<file path="config.mk">
export PLATFORM = sky130hd
export DESIGN_NAME = smt_cnt_mod
export DESIGN_NICKNAME = d
export VERILOG_FILES = /design/src/rtl/smt_cnt_mod.sv
export SDC_FILE = /design/constraint.sdc
export NUM_CORES = 1
export LEC_CHECK = 0
export BUFFER_PORTS_ARGS = -buffer_cell sky130_fd_sc_hd__buf_2
export CORE_AREA = 2 2 39 41
export DETAILED_ROUTE_END_ITERATION = 10
export DIE_AREA = 0 0 41 43
export PLACE_DENSITY_LB_ADDON = 0.08
export SLEW_MARGIN = 20
export SYNTH_ARGS = -nofsm -noshare
export SYNTH_HDL_FRONTEND = slang
export SYNTH_SLANG_ARGS = --single-unit
</file>
<file path="constraint.sdc">
create_clock -name vclk -period 1.1
set_input_delay 0 -clock vclk [all_inputs]
set_output_delay 0 -clock vclk [all_outputs]
set_load 0.1 [all_outputs]
</file>
<file path="src/rtl/smt_cnt_mod.sv">
// Reduction of a raw encoder count modulo the encoder span.
module smt_cnt_mod #(
    parameter int SPAN = 8191,
    parameter int SW   = 13
) (
    input  logic [12:0]   raw,
    output logic [SW-1:0] red
);

    localparam int KM   = (SW >= 13) ? 1 : 14 - SW;
    localparam int RW   = 17;

    logic [RW-1:0] r;

    always_comb
    begin
        r = RW'(raw);
        for (int k = KM - 1; k >= 0; k--)
        begin
            if (r >= (RW'(SPAN) << k))
            begin
                r = r - (RW'(SPAN) << k);
            end
        end
        red = r[SW-1:0];
    end

endmodule

</file>
# After elaboration in Yosys (flattened, before gate mapping)
# Index checks and enable logic that the tools add are counted.
word_totals:
  register_bits: 0
  latch_bits: 0
  mem_bits_rw: 0
  rom_bits: 0
  out_inout_bits: 13
  n_memories: 0
classes:
  n_addsub: 1
  mul: 0
  n_div: 0
  magnitude_cmp: 1
  eq_ne: 0
  shift: 0
  muxes: 1
  bitwise: 0
  n_reduce_logical: 0
ops:
  columns: ["op", "n"]
  rows:
  - ["13-bit >= comparator (second input constant)", 1]
  - ["13-bit two-way mux", 1]
  - ["13-bit subtractor (second input constant)", 1]

# Longest topological paths before layout
# Gate-level depths: netlist of run 1.
depth:
  word_depth: 2
  mapped_depth: 4
  depth_no_buf: 4

# Least setup slack after synthesis of run 1
# Ideal clock, no wire load.
synth_timing:
  kind: "input-to-output"
  start: "input port raw[0]"
  end: "output port red[0]"
  arrival_ps: 1956
  required_time_ps: 1100
  slack_ps: -856
  stages: 4
  path_cell_list: "ha_1 > a21oi_1 > nor4_4 > xor2_1"
synth_between:
  elab_chain_cells: 2
  word_cells_on_any_way: 3
  cone_classes: "1 x add/sub; 1 x order compare; 1 x mux"
synth_lines:
  columns: ["item", "line_no", "text"]
  rows:
  - ["start: declaration", "6", "input logic [12:0] raw,"]
  - ["13-bit subtractor or 13-bit >= comparator (tied branches)", "22, 20", null]
  - ["13-bit two-way mux (*)", "20", "if (r >= (RW'(SPAN) << k))"]
  - ["end: declaration", "7", "output logic [SW-1:0] red"]
# Every way passes the cells marked *; elsewhere a longest branch is shown, timed or not.

# Worst setup path in the final report of run 1
layout_timing:
  start: "input port raw[1]"
  end: "output port red[9]"
# The elaborated chain is that of the path after synthesis.

==> results of run 1 <==
## per-layer routing
layer	up-vias	global-route usage, %
met3	0	0
met2	16	17.2
met1	173	13.7
met4	0	0
met5	-	0
li1	186	-
## how the worst max path moves through the flow
stage                     startpoint       to  slack [ns]  cells after the start
after global routing          raw[1]   red[9]       -0.06                      8
final                         raw[1]   red[9]       0.008                      8
after CTS                    raw[11]   red[0]       0.003                      6
after global placement        raw[0]   red[0]       -0.03                      7
after floorplan              raw[10]  red[11]       -0.48                      3
after detailed placement      raw[7]   red[9]       -0.03                      6
## kinds of logic (layout without fill, tap and decap cells)
kind of cell,count (synthesis),after routing,share of synthesized area [%]
AO/OA/AOI/OAI,3,3,10.3
XOR/XNOR,1,1,4.00
adder cells (fa/ha/maj),1,1,5.71
buffers and inverters,3,42,5.14
multiplexers,1,1,5.14
AND/OR/NAND/NOR,19,19,69.7
## Yosys cell counts, drive strengths merged
cell	instances	area (sq um)
nor2b	8	50.1
nand4	4	46.3
inv	3	11.3
a41oi	2	17.5
nor2	2	7.51
nor3	2	10.0
nor4	2	33.8
a21oi	1	5.00
ha	1	12.5
mux2	1	11.3
nand3	1	5.00
xor2	1	8.76
## layout make-up
type / count / area [sq um] / area share [%]
timing repair buffer: 39 / 469 / 54.2
tap: 16 / 20.0 / 2.31
inverter: 3 / 11.3 / 1.30
multi-input combinational: 25 / 365 / 42.2
## power by group
group	internal (mW)	total [mW]	switching [mW]
clock network	0	0	0
logic	0.192	0.469	0.277
registers	0	0	0
## critical path, stage by stage
cell and delay, ns:
buf_8 0.08, buf_6 0.09, buf_4 0.10, nand4_1 0.17
nor4_4 0.26, buf_6 0.18, nor2b_4 0.05, buf_12 0.16
## what timing repair did
item,in CTS,in global routing
pin swaps,2,6
setup endpoints to repair,5,12
endpoints found under the hold margin,0,0
gates resized for setup,2,27
setup buffers,0,2
==> impl_metrics.csv, run 1 <==
group,metric,value,unit
run_status,status,"finished, final reports clean",
hold_path,whs_endpoint,"red[9]",
sta,fin_crit_sh,99.3,%
yosys,yosysSeqAreaShare,0,%
cells_and_area,layout_common_cells,"buf_12 (13), buf_4 (10), buf_2 (8)",
sta,finalWorstSetupSlack,0.00789,ns
power,p_leak,0.387,nW
yosys,syn-num-nets,42,
cells_and_area,clkbuf_count,0,
cells_and_area,drive_gt1_share,91.0,%
global_routing,grt_first_pass_wirelength,1.30,mm
cells_and_area,stdcell_area,866,sq um
sta,fmax,0.916,GHz
setup_path,cp-end-kind,"primary output",
power,ir_worst_vdd,0.251,mV
global_routing,grt_max_degree,6,
sta,setup_viol_count_final,0,
yosys,synthCells,28,
yosys,yosysWarnings,0,
floorplanning,die_h,43,microns
sta,fin_crit,1.09,ns
detailed_routing,met3_length,50,microns
floorplanning,die_area,1760,sq um
detailed_routing,met1_length,367,microns
detailed_routing,routed_wl,903,microns
hold_path,hold_path.class,"primary input to primary output",
placement,dp.cells,81,
detailed_routing,drt_iter0_markers,2,
cts,ctsHoldBuffers,0,
detailed_routing,wl_per_cell,10.9,microns
floorplanning,fp.coreArea,1380,sq um
detailed_routing,dr.pass1.iters,4,
detailed_routing,dr_wl_met2,485,microns
sta,rsz0062_at_grt,"true",
detailed_routing,top_layer_used,"met3",
setup_path,path_max_fanout,4,
placement,placed_cell_area,721,sq um
setup_path,required,1.10,ns
global_routing,first_global_vias,341,
cells_and_area,final_util,62.6,%
yosys,avgSynthCellArea,7.82,sq um
setup_path,crit_type,"primary input to primary output",
sta,finalHoldViolCount,0,
detailed_routing,drcViolationCount,0,
placement,pre_cts_ws,-0.0331,ns
detailed_routing,antenna_left,0,
floorplanning,start_util,15.8,%
global_routing,overflow,0,
sta,worstMarginPinSlew,0.243,ns
cells_and_area,nFillCells,110,
cells_and_area,areaGrowthSynthToFinish,295,%
hold_path,min_from,"raw[9]",
detailed_routing,via_per_inst,4.52,
power,power.density,541,nW/um^2
cells_and_area,final_common_cell,"buf_12",
placement,port_buffers,26,
cells_and_area,num-nets-final,83,
placement,place.gp.congestion,0.671,
global_routing,grt_use_total,9.80,%
cells_and_area,flops_and_latches,0,
hold_path,whs_path_depth,3,
sta,whs,0.385,ns
setup_path,worstPathArrival,1.09,ns
sta,fin_setup_tns,0,ns
global_routing,antenna_found_initial,0,
setup_path,critPathLaunchType,"primary input",
sta,final-max-slew-violation-count,0,
detailed_routing,vias,375,
power,power,0.469,mW
floorplanning,io_pins,26,
yosys,ys_types,15,
floorplanning,num_rows,14,
yosys,syn_area,219,sq um
cells_and_area,n_antenna_cell,0,
cells_and_area,regArea,0,sq um
placement,hpwl,715,microns
floorplanning,die_w,41,microns
cells_and_area,layout.cells.non_filler,83,
job,cap_violations,0,
sta,slew_headroom,83.7,%
(Power assumes the default switching activity.)
==> inputs of run 2 (changes only) <==
--- a/config.mk
+++ b/config.mk
@@ -11,4 +11,5 @@
 export DIE_AREA = 0 0 41 43
 export PLACE_DENSITY_LB_ADDON = 0.08
+export REMOVE_ABC_BUFFERS = 1
 export SLEW_MARGIN = 20
 export SYNTH_ARGS = -nofsm -noshare
==> constraint.sdc (replaced) <==
create_clock -name vclk -period 1.1
set_input_delay 0.22 -clock vclk [all_inputs]
set_output_delay 0.22 -clock vclk [all_outputs]
set_load 0.1 [all_outputs]
==> run 2 against run 1 <==
  * Critical path depth decreased by 2
  * Hold slack improved by 0.43 ns
  * Highest routed layer unchanged
  * Global-route usage rose by 2.2 points
  * Largest cell class unchanged
  * Largest power group unchanged
  * The run now ends with negative setup slack left
  * Utilization is 0.18 points lower
==> impl_metrics.csv, run 2 (synthesis results as in run 1) <==
group,metric,value,unit
power,combPwrFrac,100.0,%
global_routing,grt_max_degree,5,
detailed_routing,via_per_inst,4.43,
sta,slew_headroom,83.4,%
sta,rsz0062_at_grt,"true",
global_routing,antenna_found_initial,0,
setup_path,slowest_stage,"nor4_4",
setup_path,path_max_fanout,2,
sta,finalHoldViolCount,0,
sta,worstMarginPinSlew,0.248,ns
sta,fin_crit,1.49,ns
power,power.density,530,nW/um^2
detailed_routing,routed_wl,983,microns
power,power,0.457,mW
power,ir_worst_vdd,0.259,mV
cells_and_area,layout_common_cells,"buf_6 (15), buf_4 (11), buf_12 (9)",
floorplanning,fp.coreArea,1380,sq um
detailed_routing,drt_iter0_markers,1,
placement,hpwl,667,microns
power,intPower,0.184,mW
setup_path,worstPathArrival,1.27,ns
placement,dp.cells,83,
placement,place.gp.congestion,0.721,
global_routing,first_global_vias,371,
setup_path,critPathLaunchType,"primary input",
setup_path,crit_type,"primary input to primary output",
setup_path,cp-end-kind,"primary output",
power,p_leak,0.395,nW
cells_and_area,num-nets-final,86,
placement,port_buffers,26,
setup_path,critPathMaxStageDelay,0.33,ns
cells_and_area,n_antenna_cell,0,
cells_and_area,areaGrowthSynthToFinish,294,%
detailed_routing,vias,381,
detailed_routing,antenna_left,0,
sta,fin_crit_sh,136,%
global_routing,overflow,0,
cells_and_area,final_util,62.4,%
floorplanning,start_util,15.8,%
cells_and_area,clkbuf_count,0,
detailed_routing,dr.pass1.iters,3,
power,p_seq_share,0,%
cells_and_area,final_common_cell,"buf_6",
setup_path,worstPathCellList,"buf_8, nand4_4, nor4_4, buf_4, xor2_2, buf_12",
floorplanning,io_pins,26,
run_status,status,"finished with violations",
cells_and_area,drive_gt1_share,85.7,%
power,p_sw,0.273,mW
cells_and_area,layout.cells.non_filler,86,
global_routing,grt_first_pass_wirelength,1.57,mm
power,pwr-share-clk,0,%
detailed_routing,drcViolationCount,0,
sta,setup_viol_count_final,13,
global_routing,grt_use_total,12.0,%
hold_path,hold_path.class,"primary input to primary output",
sta,finalWorstSetupSlack,-0.392,ns
run_status,violations,"negative setup slack",
sta,final-max-slew-violation-count,0,
floorplanning,die_w,41,microns
detailed_routing,wl_per_cell,11.4,microns
job,cap_violations,0,
cells_and_area,flops_and_latches,0,
floorplanning,die_h,43,microns
sta,fmax,0.670,GHz
cells_and_area,regArea,0,sq um
setup_path,required,0.88,ns
floorplanning,die_area,1760,sq um
power,sw_frac_of_total,59.7,%
floorplanning,num_rows,14,
-- run 2: cell count changes in the layout (fill, tap and decap cells not counted), sizes merged --
cell  change
buf       +3
-- run 2: power groups by stage --
stage | logic, mW | registers [mW] | clock network (mW)
floorplan | 0.221 | 0 | 0
global placement | 0.377 | 0 | 0
CTS | 0.447 | 0 | 0
global route | 0.474 | 0 | 0
finish | 0.457 | 0 | 0
detailed placement | 0.376 | 0 | 0
-- run 2: path summary, 6_finish.rpt --
kind	end	startpoint	cells after the start	slack, ns
setup / recovery	red[0]	raw[4]	6	-0.39
hold / removal	red[10]	raw[10]	3	0.82
-- run 2: area by class of cell --
cell class,instances,area (sq um)
inverters,3,11.3
multi-input cells,25,335
well taps,16,20.0
fillers,111,520
repair buffers,42,497
-- run 2: routing by layer --
metal / share of wire, % / global-route usage (%) / up-vias
li1: - / - / 188
met1: 33 / 14.9 / 174
met2: 57 / 21.6 / 19
met3: 9.6 / 2.09 / 0
met4: 0 / 0 / 0
met5: 0 / 0 / -
-- run 2: metrics by stage --
step	TNS, ns	hold slack, ns	instance area (sq um)	worst slack [ns]
2_1_floorplan	-12.88	0.821	219	-1.30
3_3_place_gp	-5.49	0.860	602	-0.486
3_5_place_dp	-5.40	0.859	602	-0.498
4_1_cts	-4.13	0.819	808	-0.400
5_1_grt	-4.76	0.823	863	-0.449
6_report	-3.96	0.818	863	-0.392
-- run 2: worst max-delay path, delay by kind of cell --
| family | cells | cell delay (ns) |
|---|---|---|
| xor gates and xnor gates | 1 | 0.17 |
| buffers and inverters | 3 | 0.45 |
| and+or+nand+nor | 2 | 0.44 |
-- run 2: what timing repair did --
item	4_1_cts	5_1_grt
setup endpoints to repair	13	13
gates resized for setup	46	8
setup buffers	1	2
pin swaps	9	5
hold buffers	0	0
==> inputs of run 3 (changes only) <==
- MAX_ROUTING_LAYER: not set -> met4
==> run 3 against run 2 <==
  * The run still ends with negative setup slack left
  * Cell count unchanged
  * Wire length decreased by 0.61%
  * Largest cell class unchanged
  * First-iteration DRC count unchanged
  * Global-route usage rose by 0.30 points
  * Critical path depth is the same
  * Sequential share of layout area unchanged
==> impl_metrics.csv, run 3 (synthesis results as in run 1) <==
group,metric,value,unit
run_status,status,"finished with violations",
run_status,violations,"negative setup slack",
power,ir_worst_vdd,0.259,mV
setup_path,path_max_fanout,2,
global_routing,grt_max_degree,5,
global_routing,grt_first_pass_wirelength,1.57,mm
detailed_routing,vias,381,
sta,fin_crit,1.49,ns
placement,dp.cells,83,
power,power.density,529,nW/um^2
cells_and_area,layout.cells.non_filler,86,
cells_and_area,clkbuf_count,0,
cells_and_area,flops_and_latches,0,
detailed_routing,dr.pass1.iters,3,
placement,hpwl,667,microns
cells_and_area,regArea,0,sq um
sta,fin_crit_sh,136,%
global_routing,antenna_found_initial,0,
cells_and_area,drive_gt1_share,85.7,%
power,p_leak,0.395,nW
setup_path,worstPathArrival,1.27,ns
global_routing,first_global_vias,371,
sta,slew_headroom,83.4,%
detailed_routing,antenna_left,0,
setup_path,critPathLaunchType,"primary input",
placement,placed_cell_area,602,sq um
sta,fin_setup_tns,-3.95,ns
sta,finalWorstSetupSlack,-0.392,ns
placement,port_buffers,26,
detailed_routing,routed_wl,977,microns
sta,rsz0062_at_grt,"true",
detailed_routing,wl_per_cell,11.4,microns
global_routing,grt_use_total,12.3,%
sta,setup_viol_count_final,13,
hold_path,hold_path.class,"primary input to primary output",
sta,finalHoldViolCount,0,
detailed_routing,via_per_inst,4.43,
floorplanning,die_h,43,microns
cells_and_area,final_util,62.4,%
floorplanning,die_w,41,microns
global_routing,overflow,0,
cells_and_area,n_antenna_cell,0,
setup_path,required,0.88,ns
floorplanning,fp.coreArea,1380,sq um
cells_and_area,layout_common_cells,"buf_6 (15), buf_4 (11), buf_12 (9)",
sta,final-max-slew-violation-count,0,
cells_and_area,num-nets-final,86,
cells_and_area,final_common_cell,"buf_6",
cells_and_area,areaGrowthSynthToFinish,294,%
sta,fmax,0.670,GHz
placement,place.gp.congestion,0.729,
cts,ctsHoldBuffers,0,
setup_path,crit_type,"primary input to primary output",
floorplanning,start_util,15.8,%
floorplanning,die_area,1760,sq um
power,power,0.457,mW
cells_and_area,stdcell_area,863,sq um
sta,worstMarginPinSlew,0.248,ns
detailed_routing,drt_iter0_markers,1,
detailed_routing,drcViolationCount,0,
floorplanning,io_pins,26,
floorplanning,num_rows,14,
setup_path,cp-end-kind,"primary output",
job,cap_violations,0,
==> run 3: worst max-delay path, cell delays in order <==
cell and delay, ns:
buf_8 0.08, nand4_4 0.11, nor4_4 0.33, buf_4 0.17, xor2_2 0.17, buf_12 0.20
==> run 3: per-layer routing <==
layer | global-route usage (%) | part of all wire, % | vias up
met1 | 16.2 | 35 | 174
met5 | - | 0 | -
met2 | 21.6 | 58 | 19
li1 | - | - | 188
met3 | 0 | 7.0 | 0
met4 | 0 | 0 | 0
==> run 3: what timing repair did <==
action	in CTS	in global routing
pin swaps	9	5
buffers inserted	1	2
endpoints found under the setup margin	13	13
resized for setup	46	8
==> run 3: area by class of cell <==
class,instances,area [sq um]
Inverter,3,11.3
Fill cell,111,520
Tap cell,16,20.0
Multi-Input combinational cell,25,335
Timing Repair Buffer,42,497
==> run 3: power breakdown <==
group / leakage, nW / internal [mW] / switching [mW]
registers: 0 / 0 / 0
logic: 0.395 / 0.184 / 0.273
clock network: 0 / 0 / 0
==> run 3: through the flow <==
stage	setup WS [ns]	hold slack, ns
after floorplan	-1.30	0.821
after global placement	-0.486	0.860
after detailed placement	-0.498	0.859
after CTS	-0.400	0.819
after global routing	-0.449	0.823
final	-0.392	0.818
==> run 3: path summary, 6_finish.rpt <==
kind | startpoint | to | slack, ns | depth (start not counted)
worst max-delay path | raw[4] | red[0] | -0.39 | 6
worst min-delay path | raw[10] | red[10] | 0.82 | 3
